`config.mk`:
```
export PLATFORM = sky130hd
export DESIGN_NAME = variable_chunk_ring_allocator_unit
export DESIGN_NICKNAME = d
export VERILOG_FILES = /design/src/hw/rtl/vcra_pkg.sv /design/src/hw/rtl/variable_chunk_ring_allocator_unit.sv
export SDC_FILE = /design/constraint.sdc
export NUM_CORES = 1
export LEC_CHECK = 0
export BUFFER_PORTS_ARGS = -buffer_cell sky130_fd_sc_hd__buf_4
export CAP_MARGIN = 10
export CORE_MARGIN = 4
export CORE_UTILIZATION = 35
export CTS_CLUSTER_SIZE = 16
export DETAILED_ROUTE_END_ITERATION = 8
export MAX_ROUTING_LAYER = met4
export PLACE_DENSITY_LB_ADDON = 0.3
export SLEW_MARGIN = 20
export SYNTH_ARGS = -nofsm -noshare
export SYNTH_HDL_FRONTEND = slang
export SYNTH_SLANG_ARGS = --single-unit
```
`constraint.sdc`:
```
create_clock -name clk -period 9.5 [get_ports clk]
set_input_delay 1.9 -clock clk [delete_from_list [all_inputs] [get_ports clk]]
set_output_delay 1.9 -clock clk [all_outputs]
set_load 0.02 [all_outputs]
```
`src/hw/rtl/vcra_pkg.sv`:
```
// ----------------------------------------------------------------------------
// vcra_pkg
// Shared types, codes and helpers of the variable chunk ring allocator.
// ----------------------------------------------------------------------------
package vcra_pkg;

	// sizing
	localparam int MAX_CHUNKS  = 16;
	localparam int DATA_BYTES  = 4096;
	localparam int SLOT_W      = $clog2(MAX_CHUNKS);
	localparam int CNT_W       = SLOT_W + 1;
	localparam int LEN_W       = 13;
	localparam int SLOTS_CFG_W = 5;
	localparam int UNREAD_W    = 4;
	localparam int CFG_W       = 13;

	// request codes
	localparam logic [1:0] REQ_WRITE = 2'd0;
	localparam logic [1:0] REQ_PEEK  = 2'd1;
	localparam logic [1:0] REQ_READ  = 2'd2;

	// result status codes
	localparam logic [1:0] ST_OK       = 2'd0;
	localparam logic [1:0] ST_EMPTY    = 2'd1;
	localparam logic [1:0] ST_FULL     = 2'd2;
	localparam logic [1:0] ST_NO_SPACE = 2'd3;

	// configuration register indexes
	localparam logic CFG_CHUNK_SLOTS   = 1'b0;
	localparam logic CFG_DATA_CAPACITY = 1'b1;

	typedef struct packed {
		logic [1:0]       req_type;
		logic [LEN_W-1:0] chunk_length;
	} req_t;

	typedef struct packed {
		logic [1:0]          status;
		logic [LEN_W-1:0]    chunk_offset;
		logic [LEN_W-1:0]    result_length;
		logic [UNREAD_W-1:0] unread_count;
	} rsp_t;

	// advance a descriptor slot, wrapping at the number of slots in use
	function automatic logic [SLOT_W-1:0] next_slot(input logic [SLOT_W-1:0] s,
			input logic [CNT_W-1:0] n);
		logic [CNT_W-1:0] t;
		t = {1'b0, s} + CNT_W'(1);
		return (t >= n) ? '0 : t[SLOT_W-1:0];
	endfunction

endpackage

```
`src/hw/rtl/variable_chunk_ring_allocator_unit.sv`:
```
// ----------------------------------------------------------------------------
// variable_chunk_ring_allocator_unit
// Descriptor and space manager of a FIFO of variable-length chunks.
// ----------------------------------------------------------------------------
// Usage
//   Requests enter on in_valid/in_ready with in_data (req_type, chunk_length).
//   A write allocates chunk_length bytes after the last chunk, or at offset
//   zero when it does not fit before the ring end but fits before the head.
//   Peek returns the head chunk; read returns it, popping it if length > 0.
//   Each request yields exactly one result on out_valid/out_ready with the
//   status, offset, length and the count of unread chunks.
//   An accepted request is captured in the request register, handled there
//   and its result is loaded into the result register that drives out_data.
//   Throughput: one request per cycle while the receiver takes results;
//   the descriptor state updates together with the result register.
//   When the receiver stalls, the result register holds and one further
//   request waits in the request register; in_ready then drops.
//   Reset empties the ring, clears all descriptors and sets chunk_slots to
//   16 and data_capacity to 4096. Configuration writes via cfg_we, cfg_index
//   and cfg_data take effect at once; the user must make them only while
//   idle, and the block itself does not enforce this.
// ----------------------------------------------------------------------------
module variable_chunk_ring_allocator_unit import vcra_pkg::*; (
	input  logic             clk,
	input  logic             arst_n,
	input  logic             in_valid,
	output logic             in_ready,
	input  req_t             in_data,
	output logic             out_valid,
	input  logic             out_ready,
	output rsp_t             out_data,
	input  logic             cfg_we,
	input  logic             cfg_index,
	input  logic [CFG_W-1:0] cfg_data
);

	// configuration registers
	logic [SLOTS_CFG_W-1:0] chunk_slots_q;
	logic [LEN_W-1:0]       data_capacity_q;

	// descriptor state
	logic [SLOT_W-1:0] write_slot_q;
	logic [SLOT_W-1:0] read_slot_q;
	logic [LEN_W-1:0]  woff_q;
	logic [LEN_W-1:0]  offs_q [MAX_CHUNKS];
	logic [LEN_W-1:0]  lens_q [MAX_CHUNKS];

	// request register and result register
	logic valid_s1;
	req_t req_s1;
	logic rsp_valid_q;
	rsp_t rsp_q;

	// handling signals
	logic              adv;
	logic [CNT_W-1:0]  n_slots;
	logic [LEN_W-1:0]  cap;
	logic [SLOT_W-1:0] nw;
	logic [SLOT_W-1:0] nr;
	logic [LEN_W-1:0]  roff;
	logic [LEN_W-1:0]  room;
	logic              wr_ok;
	logic              wr_wrap;
	logic [LEN_W-1:0]  base;
	logic [LEN_W-1:0]  end_off;
	logic              do_write;
	logic              do_read;
	logic [SLOT_W-1:0] w_next;
	logic [SLOT_W-1:0] r_next;
	logic [CNT_W-1:0]  diff;
	rsp_t              rsp_d;

	// stage handshake
	assign adv       = valid_s1 && (!rsp_valid_q || out_ready);
	assign in_ready  = !valid_s1 || adv;
	assign out_valid = rsp_valid_q;
	assign out_data  = rsp_q;

	// clamped configuration
	always_comb begin
		if (chunk_slots_q < SLOTS_CFG_W'(2)) begin
			n_slots = CNT_W'(2);
		end else if (chunk_slots_q > SLOTS_CFG_W'(MAX_CHUNKS)) begin
			n_slots = CNT_W'(MAX_CHUNKS);
		end else begin
			n_slots = CNT_W'(chunk_slots_q);
		end
		cap = (data_capacity_q > LEN_W'(DATA_BYTES)) ? LEN_W'(DATA_BYTES)
			: data_capacity_q;
	end

	// request handling
	always_comb begin
		nw      = next_slot(write_slot_q, n_slots);
		nr      = next_slot(read_slot_q, n_slots);
		roff    = offs_q[read_slot_q];
		room    = (woff_q < cap) ? (cap - woff_q) : '0;
		wr_ok   = 1'b1;
		wr_wrap = 1'b0;
		if (roff <= woff_q) begin
			if (req_s1.chunk_length > room) begin
				if (req_s1.chunk_length < roff) begin
					wr_wrap = 1'b1;
				end else begin
					wr_ok = 1'b0;
				end
			end
		end else if (req_s1.chunk_length >= (roff - woff_q)) begin
			wr_ok = 1'b0;
		end
		base    = wr_wrap ? '0 : woff_q;
		end_off = base + req_s1.chunk_length;

		do_write = 1'b0;
		do_read  = 1'b0;
		rsp_d.status        = ST_OK;
		rsp_d.chunk_offset  = '0;
		rsp_d.result_length = '0;
		if (req_s1.req_type == REQ_WRITE) begin
			if (nw == read_slot_q) begin
				rsp_d.status = ST_FULL;
			end else if (!wr_ok) begin
				rsp_d.status = ST_NO_SPACE;
			end else begin
				do_write            = 1'b1;
				rsp_d.chunk_offset  = base;
				rsp_d.result_length = req_s1.chunk_length;
			end
		end else if (read_slot_q == write_slot_q) begin
			rsp_d.status = ST_EMPTY;
		end else begin
			rsp_d.chunk_offset  = roff;
			rsp_d.result_length = lens_q[read_slot_q];
			do_read = (req_s1.req_type == REQ_READ) && (lens_q[read_slot_q] != '0);
		end

		// unread count after the request
		w_next = do_write ? nw : write_slot_q;
		r_next = do_read ? nr : read_slot_q;
		if (w_next >= r_next) begin
			diff = {1'b0, w_next} - {1'b0, r_next};
		end else begin
			diff = {1'b0, w_next} + n_slots - {1'b0, r_next};
		end
		rsp_d.unread_count = diff[UNREAD_W-1:0];
	end

	// configuration registers
	always_ff @(posedge clk or negedge arst_n) begin
		if (!arst_n) begin
			chunk_slots_q   <= SLOTS_CFG_W'(MAX_CHUNKS);
			data_capacity_q <= LEN_W'(DATA_BYTES);
		end else if (cfg_we) begin
			unique case (cfg_index)
				CFG_CHUNK_SLOTS:   chunk_slots_q   <= cfg_data[SLOTS_CFG_W-1:0];
				CFG_DATA_CAPACITY: data_capacity_q <= cfg_data[LEN_W-1:0];
				default:           ;
			endcase
		end
	end

	// request register
	always_ff @(posedge clk or negedge arst_n) begin
		if (!arst_n) begin
			valid_s1 <= 1'b0;
		end else if (in_ready) begin
			valid_s1 <= in_valid;
		end
	end

	always_ff @(posedge clk) begin
		if (in_ready && in_valid) begin
			req_s1 <= in_data;
		end
	end

	// result register
	always_ff @(posedge clk or negedge arst_n) begin
		if (!arst_n) begin
			rsp_valid_q <= 1'b0;
		end else if (adv) begin
			rsp_valid_q <= 1'b1;
		end else if (out_ready) begin
			rsp_valid_q <= 1'b0;
		end
	end

	always_ff @(posedge clk) begin
		if (adv) begin
			rsp_q <= rsp_d;
		end
	end

	// descriptor state update
	always_ff @(posedge clk or negedge arst_n) begin
		if (!arst_n) begin
			write_slot_q <= '0;
			read_slot_q  <= '0;
			woff_q       <= '0;
			for (int i = 0; i < MAX_CHUNKS; i++) begin
				offs_q[i] <= '0;
				lens_q[i] <= '0;
			end
		end else if (adv) begin
			if (do_write) begin
				offs_q[write_slot_q] <= base;
				lens_q[write_slot_q] <= req_s1.chunk_length;
				offs_q[nw]           <= end_off;
				write_slot_q         <= nw;
				woff_q               <= end_off;
			end
			if (do_read) begin
				read_slot_q <= nr;
			end
		end
	end

endmodule

```
* After elaboration in Yosys (flattened, before gate mapping)
Cells that the tools add are included.
Widths: inputs -> output; s select.
** Operators by class
- $add $sub $neg :: 8
- $lt $le $gt $ge :: 16
- Equal/unequal tests :: 3
- Multiplexer cells :: 43
- Bitwise logic cells :: 4
- Reductions and logical operators :: 15
** Operator list (number)
- $bwmux 208 :: 3
- $mux 13 :: 9
- $bmux 13 s4 :: 2
- $demux 13 s4 :: 2
- $mux 26 :: 3
- $mux 28 :: 1
- $lt 13x13->1 :: 2
- $sub 13x13->13 :: 2
- $mux 4 :: 5
- $ge 5x5->1 const B :: 3
- $not 4->5 :: 3
- $mux 1 :: 14
- $add 13x13->13 :: 1
- $ge 13x13->1 :: 1
- $gt 13x13->1 :: 1
- $gt 13x13->1 const B :: 1
- $le 13x13->1 :: 1
- $reduce_bool 13->1 :: 1
- $add 4x1->5 const B :: 2
- $ge 5x5->1 :: 2
- $lt 5x1->1 const B :: 2
- $mux 5 :: 2
- $eq 4x4->1 :: 2
- $sub 4x4->4 :: 2
- other kinds (13) :: 22
** Storage, ports and cells
- Register bits :: 504
- Input port bits :: 34
- Output and inout bits :: 34
- Word-level logic and storage cells :: 134

* Logic depth before layout (Yosys ltp)
- Word-level depth :: 15
- Gate-level depth with buffers :: 40

* Worst setup path after synthesis
Ideal clock, no wire load.
- Path kind :: register -> register
- Start point :: register read_slot_q[0]
- End point :: register rsp_q (netlist bit out_data[3]), data pin
- Data arrival time :: 8.004 ns
- Data required time :: 9.240 ns
- Slack :: 1.236 ns
- Stages on the path, launching flop included :: 38
- Path buffers :: 7
- Clock period less this slack :: 8.264 ns
- Cell sequence :: dfrtp_1 -> buf_6 -> buf_8 -> buf_6 -> buf_8 -> buf_2 -> buf_1 -> mux4_2 -> a22oi_1 -> nand2_1 -> fa_1 -> a21o_1 -> a21oi_1 -> o21bai_1 -> a21oi_1 -> o21bai_1 -> a21oi_1 -> o21ai_0 -> (+2 left out) -> ha_1 -> nand2_1 -> or4_1 -> nand3_1 -> a2bb2oi_2 -> and3_2 -> buf_6 -> o21ai_0 -> inv_1 -> fa_1 -> inv_1 -> ha_1 -> a21o_1 -> a21oi_1 -> xnor2_1 -> xnor2_1 -> xnor2_1 -> mux2_2
** On the way
- Cells in the longest elaborated chain, start to end :: 15
** RTL lines
- from (decl) :: RTL line variable_chunk_ring_allocator_unit.sv:43 : logic [SLOT_W-1:0] read_slot_q;
- from (signal assigned) :: RTL line variable_chunk_ring_allocator_unit.sv:213 : read_slot_q <= nr;
- $not 4->5 (not written as such) :: RTL line variable_chunk_ring_allocator_unit.sv:96 : roff = offs_q[read_slot_q];
- $bmux 13 s4 :: RTL line variable_chunk_ring_allocator_unit.sv:96
- $mux 13 (not written as such) (2 in series) :: RTL line variable_chunk_ring_allocator_unit.sv:96
- $sub 13x13->13 or $lt 13x13->1 (tied branches) :: RTL line variable_chunk_ring_allocator_unit.sv:108, variable_chunk_ring_allocator_unit.sv:102
- $ge 13x13->1 or $mux 1 (tied branches) :: RTL line variable_chunk_ring_allocator_unit.sv:108, variable_chunk_ring_allocator_unit.sv:102
- $mux 1, on equally long branches :: RTL line variable_chunk_ring_allocator_unit.sv:108, variable_chunk_ring_allocator_unit.sv:101
- $mux 1 :: RTL line variable_chunk_ring_allocator_unit.sv:100 : if (roff <= woff_q) begin
- $mux 1 :: RTL line variable_chunk_ring_allocator_unit.sv:122 : end else if (!wr_ok) begin
- $mux 1 (*) :: RTL line variable_chunk_ring_allocator_unit.sv:120 : if (nw == read_slot_q) begin
- $mux 1 (*) :: RTL line variable_chunk_ring_allocator_unit.sv:119 : if (req_s1.req_type == REQ_WRITE) begin
- $mux 4 (*)
- via w_next[1] :: RTL line variable_chunk_ring_allocator_unit.sv:68 : logic [SLOT_W-1:0] w_next;
- $add 4x4->4 :: RTL line variable_chunk_ring_allocator_unit.sv:143 : diff = {1'b0, w_next} + n_slots - {1'b0, r_next};
- $sub 4x4->4 :: RTL line variable_chunk_ring_allocator_unit.sv:143
- $mux 4 (*) :: RTL line variable_chunk_ring_allocator_unit.sv:140 : if (w_next >= r_next) begin
- via diff[3] :: RTL line variable_chunk_ring_allocator_unit.sv:70 : logic [CNT_W-1:0] diff;
- to (signal assigned) :: RTL line variable_chunk_ring_allocator_unit.sv:190 : rsp_q <= rsp_d;
- to (decl) :: RTL line variable_chunk_ring_allocator_unit.sv:52 : rsp_t rsp_q;
Mark *: on every way through the listed nets, which the timed path passes. The rest lies on a longest branch. The select of a mux whose other input is x is not followed.
A chain may end at the register's enable or synchronous reset.

* Worst setup path after layout
- Start point :: register data_capacity_q[12]
- End point :: register offs_q[51] in the netlist's numbering
** On the way
- Cells in the longest elaborated chain, start to end :: 11
** RTL lines
- from (decl) :: RTL line variable_chunk_ring_allocator_unit.sv:39 : logic [LEN_W-1:0] data_capacity_q;
- from (signal assigned) :: RTL line variable_chunk_ring_allocator_unit.sv:152 : data_capacity_q <= LEN_W'(DATA_BYTES);
- from (signal assigned) :: RTL line variable_chunk_ring_allocator_unit.sv:156 : CFG_DATA_CAPACITY: data_capacity_q <= cfg_data[LEN_W-1:0];
- $gt 13x13->1 :: RTL line variable_chunk_ring_allocator_unit.sv:88 : cap = (data_capacity_q > LEN_W'(DATA_BYTES)) ? LEN_W'(DATA_BYTES)
- $mux 13 (*) :: RTL line variable_chunk_ring_allocator_unit.sv:88
- $sub 13x13->13 or $lt 13x13->1 (tied branches) :: RTL line variable_chunk_ring_allocator_unit.sv:97 : room = (woff_q < cap) ? (cap - woff_q) : '0;
- $mux 13 (*) :: RTL line variable_chunk_ring_allocator_unit.sv:97
- $gt 13x13->1 (*) :: RTL line variable_chunk_ring_allocator_unit.sv:101 : if (req_s1.chunk_length > room) begin
- branches (longest 6 deep; another with $add 13x13->13)
- to (signal, indexed assignment) :: RTL line variable_chunk_ring_allocator_unit.sv:206 : offs_q[write_slot_q] <= base;
- to (signal, indexed assignment) :: RTL line variable_chunk_ring_allocator_unit.sv:208 : offs_q[nw] <= end_off;
- to (decl) :: RTL line variable_chunk_ring_allocator_unit.sv:45 : logic [LEN_W-1:0] offs_q [MAX_CHUNKS];
Every way passes the cells marked *.

==> impl_results.md <==
- CTS Sinks: 504
- Clk Latency, worst-skew pair: 630 ps
- Setup bufs post-CTS: 0
- TritonCTS clock tree: built
- Worst Tran Pin Value: 1150 ps
- Worst reg2reg setup slack: 870 ps
- Yosys reg bits: 504
- RSZ-0062 raised after global routing: false
- Detailed Routing Iterations Pass 1: 5
- Root buf cell: clkbuf_16
- MaxCap Viol Count: 0
- R2R depth: 33
- Post-Syn Nets: 2511
- CP Data Required Time: 10010 ps
- Final Max Tran Viols: 0
- Share of post-route cells with drive strength above 1: 23.3%
- Critical Path Stages: 33
- Worst-case clock buffer depth: 3
- Clk pwr share: 17.0%
- GRT Util Overall: 21.9%
- Die H: 291 um
- Area added between synthesis and finish: 12.1%
- ANT nets after route: 0
- Internal cell power: 7.32 mW
- Net Sw Power: 6.38 mW
- Syn. warnings: 0
- Total number of vias: 21255
- Final min period: 8630 ps
- Remaining Overflow, GRT: 0
- Kind of critical path: reg -> reg
- CTS buffer count: 56
- Max VDD drop: 382 uV
- Switch share: 46.6%
- Initial antenna violation count: 2
- Max incr delay on CP: 650 ps
- CTS hold repair buffers: 0
- Core area: 79000 sq um
- Total wire length: 92800 um
- Setup TNS Final: 0 ps
- Post-synth top area cell: dfrtp_1
- Worst Path Buf+Inv: 2
- IO Pins: 68
- Worst Hold Class: reg -> reg
- Residual DRC: 0
- Initial core utilization: 35.4%
- PwrDens: 437 nW/um^2
- Status: completed
- Startpoint Class: register
- Ant diodes: 0
- RD Place Congestion: 0.932
- WP data arrival: 9140 ps
- Fmax: 0.116 GHz
- R2r endpoint: offs_q[51]$_DFFE_PN0P_
- Post-CTS Resized: 0
- Cells after synthesis: 2370
- Vias per cell: 6.12
- Relative slew margins: 23.4%
- Final Cycle Share: 90.8%
- Final Hold Fails: 0
- Syn Std Cell Area: 27900 sq um
- First-pass GRT wire length: 139000 um
- Critical Path Sink: offs_q[51]$_DFFE_PN0P_
- Crit end category: register
- Seq/Total Area, Yosys: 46.0%
- Layout Skew: 30.5 ps
- Cell Area, Placed: 29300 sq um
- Static leakage: 13.6 nW
- DIE WIDTH: 291 um
- Vias in the first global route: 21471
- Post-synth EDFFs: 47
- Unique masters post-synth: 75
- Post-DP HPWL: 61200 um
- Ys async rst share: 90.7%
- CP startpoint: data_capacity_q[12]$_DFFE_PN1P_
- Rows: 103
- CP top delay family: compound AO/OA/AOI/OAI gates
- Comb power frac: 57.8%
- CTS HTree Levels: 2
- Sequential share of power: 25.3%
- Reg-to-Reg Start: data_capacity_q[12]$_DFFE_PN1P_
- Crit path top cell by count: o21ai_0
- DRT iter0 DRCs: 2416
- Critical-path top delay cell: dfstp_2
- I/O Buffers: 67
- Yosys top cell area share: 40.8%
- Nets: 2519
- Crit path max fanout: 18
- Die area: 84400 sq um
- Final instance area: 31300 sq um
- CTS clk-pin slew, worst paths: 60 ps
- Largest net degree at the start of global routing: 171
- Syn_area_per_cell: 11.8 sq um
- Final setup fails: 0
- WL per Instance: 26.7 um
- Top post-synthesis cells by area: dfrtp_1 41%, mux2_2 9.2%, edfxtp_1 5.1%
- Ys flop type: dfrtp_1
==> power by group through the flow <==
stage | Sequential (mW) | Combinational, mW | Clock, mW
after global routing | 3.54 | 8.47 | 2.45
final | 3.46 | 7.91 | 2.32
after detailed placement | 3.47 | 7.72 | 0
after global placement | 3.44 | 7.62 | 0
after floorplan | 3.38 | 5.24 | 0
after CTS | 3.45 | 7.75 | 2.36
==> Yosys cell counts, drive strengths merged, types with 3 or more instances <==
master / number
dfrtp: 455
xor2: 15
clkbuf: 110
nand3b: 7
mux4: 61
nor2: 55
o22ai: 158
mux2: 229
o211ai: 14
o21ai: 99
a21o: 23
ha: 100
nor2b: 23
a32o: 12
nand3: 28
o2bb2ai: 44
edfxtp: 47
nand2: 134
o21bai: 8
a2bb2oi: 122
fa: 7
inv: 63
nand2b: 20
nor3: 14
and2: 11
nand4: 17
mux2i: 99
xnor2: 32
a31oi: 10
a22o: 45
a211oi: 3
a21oi: 65
a22oi: 63
or3: 4
and3: 6
a221oi: 45
buf: 84
a2111oi: 3
o21a: 5
nor4: 6
==> flip-flops by register name, indices dropped and copies added (netlist names) <==
| signal | count |
|---|---|
| data_capacity_q | 13 |
| woff_q | 13 |
| chunk_slots_q | 5 |
| out_data | 32 |
| req_s1 | 15 |
| valid_s1 | 1 |
| read_slot_q | 4 |
| offs_q | 208 |
| out_valid | 1 |
| write_slot_q | 4 |
| lens_q | 208 |
==> cell families (layout without fill, tap and decap cells) <==
group | after synthesis | after routing | share of synthesized area, %
AOI/OAI and AO/OA | 731 | 731 | 19.1
xor gates and xnor gates | 47 | 47 | 1.47
and+or+nand+nor | 334 | 334 | 6.03
adders and majority gates | 107 | 107 | 4.98
buffers and inverters | 258 | 313 | 4.64
DFF | 504 | 504 | 46.0
muxes | 389 | 389 | 17.8
==> worst min-delay path by stage <==
stage / endpoint / cells past startpoint / slack (ps) / start
2_1_floorplan: out_valid$_DFFE_PN0P_ / 1 / 450 / valid_s1$_DFFE_PN0N_
3_3_place_gp: out_valid$_DFFE_PN0P_ / 1 / 460 / valid_s1$_DFFE_PN0N_
3_5_place_dp: offs_q[63]$_DFFE_PN0P_ / 1 / 470 / offs_q[63]$_DFFE_PN0P_
4_1_cts: offs_q[52]$_DFFE_PN0P_ / 1 / 490 / offs_q[52]$_DFFE_PN0P_
5_1_grt: offs_q[54]$_DFFE_PN0P_ / 1 / 500 / offs_q[54]$_DFFE_PN0P_
6_report: offs_q[207]$_DFFE_PN0P_ / 1 / 490 / offs_q[207]$_DFFE_PN0P_
==> per-layer routing <==
metal | vias up | share of wire [%] | GRT usage, % | routed length (um)
li1 | 9108 | - | - | -
met1 | 10934 | 42 | 28.6 | 39200
met2 | 992 | 47 | 34.6 | 43300
met3 | 221 | 6.9 | 3.33 | 6400
met4 | 0 | 4.2 | 8.19 | 3930
met5 | - | 0 | - | 0
==> layout by cell type, fill, tap and decap left out, types with 62 or more instances in the layout <==
| cell | Yosys | final |
|---|---|---|
| buf_4 | 15 | 141 |
| dfrtp_1 | 455 | 453 |
| o22ai_1 | 158 | 158 |
| inv_1 | 62 | 62 |
| a2bb2oi_1 | 121 | 121 |
| o21ai_0 | 99 | 99 |
| mux2_2 | 229 | 229 |
| a22oi_1 | 63 | 63 |
| nand2_1 | 133 | 133 |
| mux2i_1 | 98 | 98 |
| ha_1 | 100 | 100 |
==> area by class of cell <==
cell class	count	area [sq um]
inverter	64	240
clock inverter	19	287
sequential	504	12900
fill	7475	47700
multi-input combinational	1608	13800
timing repair buffer	144	1100
clock buffer	86	1680
tap	1050	1310
==> per-stage QoR <==
| step | cells | utilization [%] | power (mW) | hold slack [ps] | setup slack [ps] |
|---|---|---|---|---|---|
| detailed placement | 3370 | 37.1 | 11.2 | 472 | 813 |
| global placement | 3370 | 37.1 | 11.1 | 464 | 1050 |
| CTS | 3475 | 39.6 | 13.6 | 486 | 782 |
| global route | 3475 | 39.6 | 14.5 | 503 | 258 |
| finish | 3475 | 39.6 | 13.7 | 491 | 872 |
| floorplan | 2370 | - | 8.63 | 449 | 1240 |
No activity file was read; power rests on OpenSTA's default activity.
